**config.mk**
```make
export PLATFORM = sky130hd
export DESIGN_NAME = asm_alu
export DESIGN_NICKNAME = d
export VERILOG_FILES = /design/src/asm_pkg.sv /design/src/asm_alu.sv
export SDC_FILE = /design/constraint.sdc
export NUM_CORES = 2
export LEC_CHECK = 0
export ABC_AREA = 0
export BUFFER_PORTS_ARGS = -buffer_cell sky130_fd_sc_hd__clkbuf_2
export CORE_MARGIN = 10
export CORE_UTILIZATION = 50
export DETAILED_ROUTE_END_ITERATION = 10
export PLACE_DENSITY_LB_ADDON = 0.25
export SLEW_MARGIN = 30
export SYNTH_ARGS = -nofsm -noshare
export SYNTH_HDL_FRONTEND = slang
export SYNTH_SLANG_ARGS = --single-unit
```
**constraint.sdc**
```tcl
create_clock -name clk -period 10.55 [get_ports clk]
set_clock_uncertainty 0.1 [all_clocks]
set_input_delay 1.5825 -clock clk [delete_from_list [all_inputs] [get_ports clk]]
set_output_delay 1.5825 -clock clk [all_outputs]
set_load 0.05 [all_outputs]
```
**src/asm_pkg.sv**
```systemverilog
package asm_pkg;

    // Default memory size in 32-bit words.
    localparam int unsigned MEM_WORDS_DEFAULT = 65536;

    // Host commands.
    localparam logic [1:0] CMD_WRITE = 2'd0;
    localparam logic [1:0] CMD_SET_PC = 2'd1;
    localparam logic [1:0] CMD_STEP = 2'd2;

    // Result status codes.
    localparam logic [2:0] ST_OK = 3'd0;
    localparam logic [2:0] ST_EXITED = 3'd1;
    localparam logic [2:0] ST_BAD_OP = 3'd2;
    localparam logic [2:0] ST_DIV_ZERO = 3'd3;
    localparam logic [2:0] ST_SYSCALL = 3'd4;
    localparam logic [2:0] ST_HALTED = 3'd5;

    // Opcodes.
    localparam logic [5:0] OP_LEA = 6'd0;
    localparam logic [5:0] OP_IMM = 6'd1;
    localparam logic [5:0] OP_JMP = 6'd2;
    localparam logic [5:0] OP_CALL = 6'd3;
    localparam logic [5:0] OP_JZ = 6'd4;
    localparam logic [5:0] OP_JNZ = 6'd5;
    localparam logic [5:0] OP_ENT = 6'd6;
    localparam logic [5:0] OP_ADJ = 6'd7;
    localparam logic [5:0] OP_LEV = 6'd8;
    localparam logic [5:0] OP_LI = 6'd9;
    localparam logic [5:0] OP_LC = 6'd10;
    localparam logic [5:0] OP_SI = 6'd11;
    localparam logic [5:0] OP_SC = 6'd12;
    localparam logic [5:0] OP_PUSH = 6'd13;
    localparam logic [5:0] OP_OR = 6'd14;
    localparam logic [5:0] OP_XOR = 6'd15;
    localparam logic [5:0] OP_AND = 6'd16;
    localparam logic [5:0] OP_EQ = 6'd17;
    localparam logic [5:0] OP_NE = 6'd18;
    localparam logic [5:0] OP_LT = 6'd19;
    localparam logic [5:0] OP_GT = 6'd20;
    localparam logic [5:0] OP_LE = 6'd21;
    localparam logic [5:0] OP_GE = 6'd22;
    localparam logic [5:0] OP_SHL = 6'd23;
    localparam logic [5:0] OP_SHR = 6'd24;
    localparam logic [5:0] OP_ADD = 6'd25;
    localparam logic [5:0] OP_SUB = 6'd26;
    localparam logic [5:0] OP_MUL = 6'd27;
    localparam logic [5:0] OP_DIV = 6'd28;
    localparam logic [5:0] OP_MOD = 6'd29;
    localparam logic [5:0] OP_SYS_FIRST = 6'd30;
    localparam logic [5:0] OP_SYS_LAST = 6'd36;
    localparam logic [5:0] OP_EXIT = 6'd37;

    // Sequencer states.
    typedef enum logic [3:0] {
        S_IDLE,
        S_FETCH_OP,
        S_FETCH_ARG,
        S_EXEC,
        S_EXIT_RD,
        S_LEV_A,
        S_LEV_B,
        S_LOAD,
        S_POP,
        S_SC_WR,
        S_ALU,
        S_DIV,
        S_DONE
    } state_t;

    typedef struct packed {
        logic [1:0]         command;
        logic [17:0]        address;
        logic signed [31:0] value;
    } req_t;

    typedef struct packed {
        logic [2:0]         status;
        logic signed [31:0] accumulator;
        logic [17:0]        program_counter;
        logic [17:0]        stack_pointer;
        logic signed [31:0] exit_value;
    } rsp_t;

endpackage

```
**src/asm_alu.sv**
```systemverilog
module asm_alu (
    input  logic        clk,
    input  logic        rst_n,
    input  logic [5:0]  op,
    input  logic [31:0] a,
    input  logic [31:0] b,
    input  logic        div_start,
    output logic [31:0] result,
    output logic [31:0] div_result,
    output logic        div_done
);
    logic [31:0] quo_reg;
    logic [31:0] quo_next;
    logic [31:0] rem_reg;
    logic [31:0] rem_next;
    logic [31:0] dsr_reg;
    logic [31:0] dsr_next;
    logic [4:0]  cnt_reg;
    logic [4:0]  cnt_next;
    logic        run_reg;
    logic        run_next;
    logic        done_reg;
    logic        done_next;
    logic        neg_q_reg;
    logic        neg_q_next;
    logic        neg_r_reg;
    logic        neg_r_next;
    logic        is_mod_reg;
    logic        is_mod_next;
    logic [32:0] rem_shift;
    logic [32:0] rem_sub;
    logic [4:0]  sh;

    assign sh = b[4:0];

    // Combinational operations.
    always_comb
    begin
        case (op)
            asm_pkg::OP_OR:  result = a | b;
            asm_pkg::OP_XOR: result = a ^ b;
            asm_pkg::OP_AND: result = a & b;
            asm_pkg::OP_EQ:  result = {31'd0, a == b};
            asm_pkg::OP_NE:  result = {31'd0, a != b};
            asm_pkg::OP_LT:  result = {31'd0, $signed(a) < $signed(b)};
            asm_pkg::OP_GT:  result = {31'd0, $signed(a) > $signed(b)};
            asm_pkg::OP_LE:  result = {31'd0, $signed(a) <= $signed(b)};
            asm_pkg::OP_GE:  result = {31'd0, $signed(a) >= $signed(b)};
            asm_pkg::OP_SHL: result = a << sh;
            asm_pkg::OP_SHR: result = $unsigned($signed(a) >>> sh);
            asm_pkg::OP_ADD: result = a + b;
            asm_pkg::OP_SUB: result = a - b;
            asm_pkg::OP_MUL: result = a * b;
            default:         result = '0;
        endcase
    end

    // Restoring division on magnitudes, one quotient bit per cycle.
    assign rem_shift = {rem_reg, quo_reg[31]};
    assign rem_sub = rem_shift - {1'b0, dsr_reg};

    always_comb
    begin
        quo_next = quo_reg;
        rem_next = rem_reg;
        dsr_next = dsr_reg;
        cnt_next = cnt_reg;
        run_next = run_reg;
        done_next = 1'b0;
        neg_q_next = neg_q_reg;
        neg_r_next = neg_r_reg;
        is_mod_next = is_mod_reg;
        if (div_start)
        begin
            quo_next = a[31] ? (~a + 32'd1) : a;
            dsr_next = b[31] ? (~b + 32'd1) : b;
            rem_next = '0;
            cnt_next = '0;
            run_next = 1'b1;
            neg_q_next = a[31] ^ b[31];
            neg_r_next = a[31];
            is_mod_next = (op == asm_pkg::OP_MOD);
        end
        else if (run_reg)
        begin
            if (!rem_sub[32])
            begin
                rem_next = rem_sub[31:0];
                quo_next = {quo_reg[30:0], 1'b1};
            end
            else
            begin
                rem_next = rem_shift[31:0];
                quo_next = {quo_reg[30:0], 1'b0};
            end
            cnt_next = cnt_reg + 5'd1;
            if (cnt_reg == 5'd31)
            begin
                run_next = 1'b0;
                done_next = 1'b1;
            end
        end
    end

    always_ff @(posedge clk or negedge rst_n)
    begin
        if (!rst_n)
        begin
            run_reg <= 1'b0;
            done_reg <= 1'b0;
            cnt_reg <= '0;
        end
        else
        begin
            run_reg <= run_next;
            done_reg <= done_next;
            cnt_reg <= cnt_next;
        end
    end

    always_ff @(posedge clk)
    begin
        quo_reg <= quo_next;
        rem_reg <= rem_next;
        dsr_reg <= dsr_next;
        neg_q_reg <= neg_q_next;
        neg_r_reg <= neg_r_next;
        is_mod_reg <= is_mod_next;
    end

    // Signs follow truncating division: remainder takes the dividend's sign.
    assign div_result = is_mod_reg ? (neg_r_reg ? (~rem_reg + 32'd1) : rem_reg)
                                   : (neg_q_reg ? (~quo_reg + 32'd1) : quo_reg);
    assign div_done = done_reg;

endmodule

```
======== Word level (Yosys, flattened, before mapping) ========
Cells that the tools add are included.
W data, S select, Z words.
storage, ports and cells
  bits in registers ....................... 106
  output and inout port bits .............. 65
operators by class
  magnitude comparators ................... 4
  add/sub/neg operators ................... 8
  mux-type cells .......................... 18
  shift operators ......................... 2
  reductions and logical operators ........ 1
  eq/ne operators ......................... 18
  multipliers ............................. 1
  bitwise operators ....................... 8
operators by type and width
  cell                     number
  $pmux W32 S14            1
  $mux W32                 7
  $add A32 B1 Y32 const B  4
  $not A32 Y32             4
  $eq A6 B5 Y1 const B     13
  $sub A33 B32 Y33         1
  $add A32 B32 Y32         1
  $and A32 B32 Y32         1
  $eq A32 B32 Y1           1
  $ge A32 B32 Y1           1
  $gt A32 B32 Y1           1
  $le A32 B32 Y1           1
  $lt A32 B32 Y1           1
  $mul A32 B32 Y32         1
  $ne A32 B32 Y1           1
  $or A32 B32 Y32          1
  $shl A32 B5 Y32          1
  $sshr A32 B5 Y32         1
  $sub A32 B32 Y32         1
  $xor A32 B32 Y32         1
  $mux W31                 1
  $eq A6 B4 Y1 const B     2
  $mux W5                  2
  $mux W1                  7
  other kinds (4)          4

======== Logic depth before layout (Yosys ltp) ========
  depth in word-level cells ............... 4
  gate-level depth with buffers ........... 31

======== Worst setup path before layout ========
No wires, ideal clock.
  path type ............................... input port to output port
  start ................................... input port b[2]
  end ..................................... output port result[31]
  stages .................................. 31
  path slack .............................. -1.189 ns
  required time ........................... 8.868 ns
  path buffers ............................ 6
  data arrival time ....................... 10.056 ns
  cell sequence ........................... clkbuf_1 > inv_1 > clkbuf_1 > clkbuf_1 > clkbuf_1 > buf_1 > nor2_1 > fa_1 > inv_1 > fa_1 > fa_1 > fa_1 > inv_1 > fa_1 > inv_1 > fa_1 > inv_1 > fa_1 > fa_1 > ha_1 > clkbuf_1 > nand4_1 > inv_1 > nand3_1 > or2_2 > o211ai_1 > a21oi_1 > o211ai_1 > a21oi_1 > xnor2_1 > o22ai_1
between the ends
  cells in the longest elaborated chain, start to end .. 2
ends and longest elaborated chain
  what                                            line           source
  start, declared                                 asm_alu.sv:6   input logic [31:0] b,
  $mul A32 B32 Y32, or another cell as far along  asm_alu.sv:53  asm_pkg::OP_MUL: result = a * b;
  $pmux W32 S14 (*)                               asm_alu.sv:39  case (op)
  end, declared                                   asm_alu.sv:8   output logic [31:0] result,
Every way passes the cells marked *; elsewhere a longest branch is shown, timed or not.

======== Worst setup path in the final report ========
  start ................................... input port b[4]
  end ..................................... output port result[26]
Same word-level chain as after synthesis.

==> results by group <==
Timing
  – Maximum clock frequency: 0.0955 GHz
  – Number of max-slew violations in the final report: 0
  – Slew at the pin with the worst max-slew slack: 1060 ps
  – Relative slew slack: 28.5%
  – Min Hold Slack: 437 ps
  – Final Hold Vio Count: 0
  – Period utilization: 99.3%
  – Final setup violation count: 0
  – Min Tclk post-route: 10470 ps
  – Unrepaired setup endpoints after global routing: true
  – TNS Setup: 0 ps

Critical path
  – Element type at the critical path end: output port
  – Slowest cell on the critical path: sky130_fd_sc_hd__fa_1
  – CP arrival: 8790 ps
  – Crit Path Max Fanout: 12
  – Delay of the slowest cell on the worst path: 550 ps
  – Critical setup path kind: input port to output port
  – Worst endpoint required time: 8870 ps
  – Cell seen most often among critical-path stages: sky130_fd_sc_hd__fa_1
  – CP startpoint kind: input port

Floorplanning
  – Total Die Area: 74600 um2
  – Initial core utilization: 50.7%
  – Height of the chip: 273 um
  – Row count: 92
  – Horiz. Die Dim: 273 um
  – Number of placed I/O pins: 138
  – Area of the core: 63200 um2

Drt
  – Post-DR wirelength/cell: 26.7 um
  – Vias after detailed routing: 31647
  – Drt first-iter violations: 4342
  – Final wirelength: 135 mm
  – Detailed-routing iteration count for the pre-antenna-repair pass: 11
  – ANT nets after route: 0
  – Avg Vias per Cell: 6.26
  – DRC violation count after routing: 0

Global routing
  – Global-route wire length before repair: 200 mm
  – GR Util All Layers: 35.6%
  – Largest net degree at the start of global routing: 82
  – Initial antenna violation count: 5
  – Number of global-route vias before repair: 31488
  – Overflow left after global routing: 0

Run status
  – Status: finished, final reports clean

Place
  – Placed insts: 5013
  – Gp weighted congestion: 1.07
  – Post-detailed-placement half-perimeter wirelength: 109 mm
  – IO Port Bufs: 137

Finish
  – Fill cell count: 5942
  – Ratio of cells with drive above 1 in the final layout: 14.8%
  – Final cell count without fillers: 5057
  – Final layout net count: 4946
  – Final design utilization: 57.3%
  – Post-synthesis to final-layout area growth: 13.1%

Clock tree
  – Count of H-tree levels built during CTS: 3
  – Clock sink total: 106
  – Clock root cell: sky130_fd_sc_hd__clkbuf_16
  – Worst-skew pair later-pin latency: 370 ps
  – CTS tree: done
  – Hold_buf cts: 0
  – Maximum root-to-sink buffer count: 2
  – Clock-pin slew on the worst setup and hold paths: 80 ps
  – Number of CTS-inserted buffers: 9

Synth
  – Number of warning messages in the yosys log: 0
  – Largest area contributor in the netlist: sky130_fd_sc_hd__fa_1
  – Syn Inst Count: 4016
  – Commonest register cell after synthesis: sky130_fd_sc_hd__edfxtp_1
  – Yosys cell types: 78
  – Sequential-to-total area share from yosys stat: 8.83%
  – Total standard cell area after synthesis: 32000 um2
  – Post-synthesis sequential element count: 106
  – Net count of the mapped netlist: 4758
  – Top cell type's share of synthesized area: 25.7%
  – Avg Synthesized Cell Area: 7.97 um2
  – Cells taking the most area after synthesis: sky130_fd_sc_hd__fa_1 (26%), sky130_fd_sc_hd__ha_1 (10%), sky130_fd_sc_hd__nor2_1 (6.7%), sky130_fd_sc_hd__edfxtp_1 (6.3%), sky130_fd_sc_hd__inv_1 (5.9%)
  – Synth async-reset ratio: 6.60%
  – Number of flops mapped to enable cells by yosys: 67

Run
  – Max-Cap Viols: 0

Worst hold path
  – Worst Hold Class: flip-flop to flip-flop
area by class of cell:
type	instances	area, um2	share of cell area (%)
Multi-Input combinational cell	3113	26400	72.9
Timing Repair Buffer	448	3570	9.86
Sequential cell	106	2830	7.81
Inverter	526	2020	5.57
Tap cell	846	1060	2.92
Clock buffer	9	225	0.622
Clock inverter	7	97.6	0.270
Antenna cell	2	5.00	0.0138
Yosys cell counts (29+ instances only):
| cell type | count |
|---|---|
| sky130_fd_sc_hd__a211oi_1 | 41 |
| sky130_fd_sc_hd__fa_1 | 411 |
| sky130_fd_sc_hd__clkbuf_1 | 215 |
| sky130_fd_sc_hd__inv_1 | 506 |
| sky130_fd_sc_hd__ha_1 | 258 |
| sky130_fd_sc_hd__nand3_1 | 39 |
| sky130_fd_sc_hd__mux2i_1 | 75 |
| sky130_fd_sc_hd__o21ai_0 | 238 |
| sky130_fd_sc_hd__mux4_2 | 52 |
| sky130_fd_sc_hd__nand2b_1 | 29 |
| sky130_fd_sc_hd__buf_1 | 51 |
| sky130_fd_sc_hd__edfxtp_1 | 67 |
| sky130_fd_sc_hd__a21oi_1 | 198 |
| sky130_fd_sc_hd__dfxtp_1 | 32 |
| sky130_fd_sc_hd__nand2_1 | 398 |
| sky130_fd_sc_hd__xnor2_1 | 174 |
| sky130_fd_sc_hd__o211ai_1 | 32 |
| sky130_fd_sc_hd__a21o_1 | 35 |
| sky130_fd_sc_hd__nor3_1 | 52 |
| sky130_fd_sc_hd__o31ai_1 | 50 |
| sky130_fd_sc_hd__or4_1 | 32 |
| sky130_fd_sc_hd__xor2_1 | 61 |
| sky130_fd_sc_hd__nor2_1 | 574 |
worst max-delay path: cells and delay by family:
kind,cells,cell delay [ps]
xor+xnor,1,150
fa+ha+maj,9,3770
buf+inv,10,1510
compound gates,7,1410
simple gates,3,360
final timing paths:
kind	start	to	slack [ps]	cells past startpoint
min	cnt_reg[4]	cnt_reg[4]	440	2
max	b[4]	result[26]	80	30
min reg2reg	cnt_reg[4]	cnt_reg[4]	440	2
max in group asynchronous	rst_n	run_reg	9240	1
min in group asynchronous	rst_n	cnt_reg[1]	930	1
max reg2reg	quo_reg[31]	rem_reg[12]	6310	13
kinds of logic after synthesis:
family / count (synthesis) / synth area share, %
flops: 106 / 8.83
xor+xnor: 235 / 6.43
buf+inv: 797 / 9.38
compound gates: 832 / 16.7
fa+ha+maj: 669 / 35.8
simple gates: 1243 / 16.7
mux: 134 / 6.25
metal layers:
metal / part of all wire [%] / wire length (um) / up-vias / GRT usage [%]
li1: - / - / 13777 / -
met1: 36 / 48900 / 15197 / 43.2
met2: 43 / 58500 / 2124 / 55.2
met3: 11 / 15100 / 543 / 7.89
met4: 9.3 / 12500 / 6 / 26.1
met5: 0.026 / 35 / - / 0
stage by stage:
| step | worst slack [ps] | cell area [um2] |
|---|---|---|
| 3_5_place_dp | -34.8 | 35300 |
| 4_1_cts | 1.54 | 35700 |
| 6_report | 77.9 | 36200 |
| 2_1_floorplan | 6.03 | 32100 |
| 3_3_place_gp | 45.8 | 35300 |
| 5_1_grt | -48.4 | 36200 |
what timing repair did:
action / CTS / global route
endpoints found under the setup margin: 3 / 8
resized for setup: 5 / 128
buffers inserted: 0 / 25
pin swaps: 1 / 27
cloned: 0 / 0
placed cells by master, fill, tap and decap left out, types with 31 or more instances in the layout:
master                     count
sky130_fd_sc_hd__a21oi_1     193
sky130_fd_sc_hd__nor2_1      549
sky130_fd_sc_hd__inv_1       488
sky130_fd_sc_hd__a211oi_1     39
sky130_fd_sc_hd__o21ai_0     234
sky130_fd_sc_hd__or4_1        32
sky130_fd_sc_hd__xor2_1       60
sky130_fd_sc_hd__a21o_1       34
sky130_fd_sc_hd__buf_4       284
sky130_fd_sc_hd__dfxtp_1      32
sky130_fd_sc_hd__nand2_1     398
sky130_fd_sc_hd__o211ai_1     32
sky130_fd_sc_hd__clkbuf_2    101
sky130_fd_sc_hd__fa_1        405
sky130_fd_sc_hd__xnor2_1     174
sky130_fd_sc_hd__ha_1        254
sky130_fd_sc_hd__nand3_1      38
sky130_fd_sc_hd__mux2i_1      74
sky130_fd_sc_hd__nor3_1       51
sky130_fd_sc_hd__mux4_2       52
sky130_fd_sc_hd__edfxtp_1     67
sky130_fd_sc_hd__buf_12       31
sky130_fd_sc_hd__o31ai_1      50
Power is left out: the tool's default activity adds up to more than one toggle a clock period on the data nets, which glitch-free logic cannot reach.
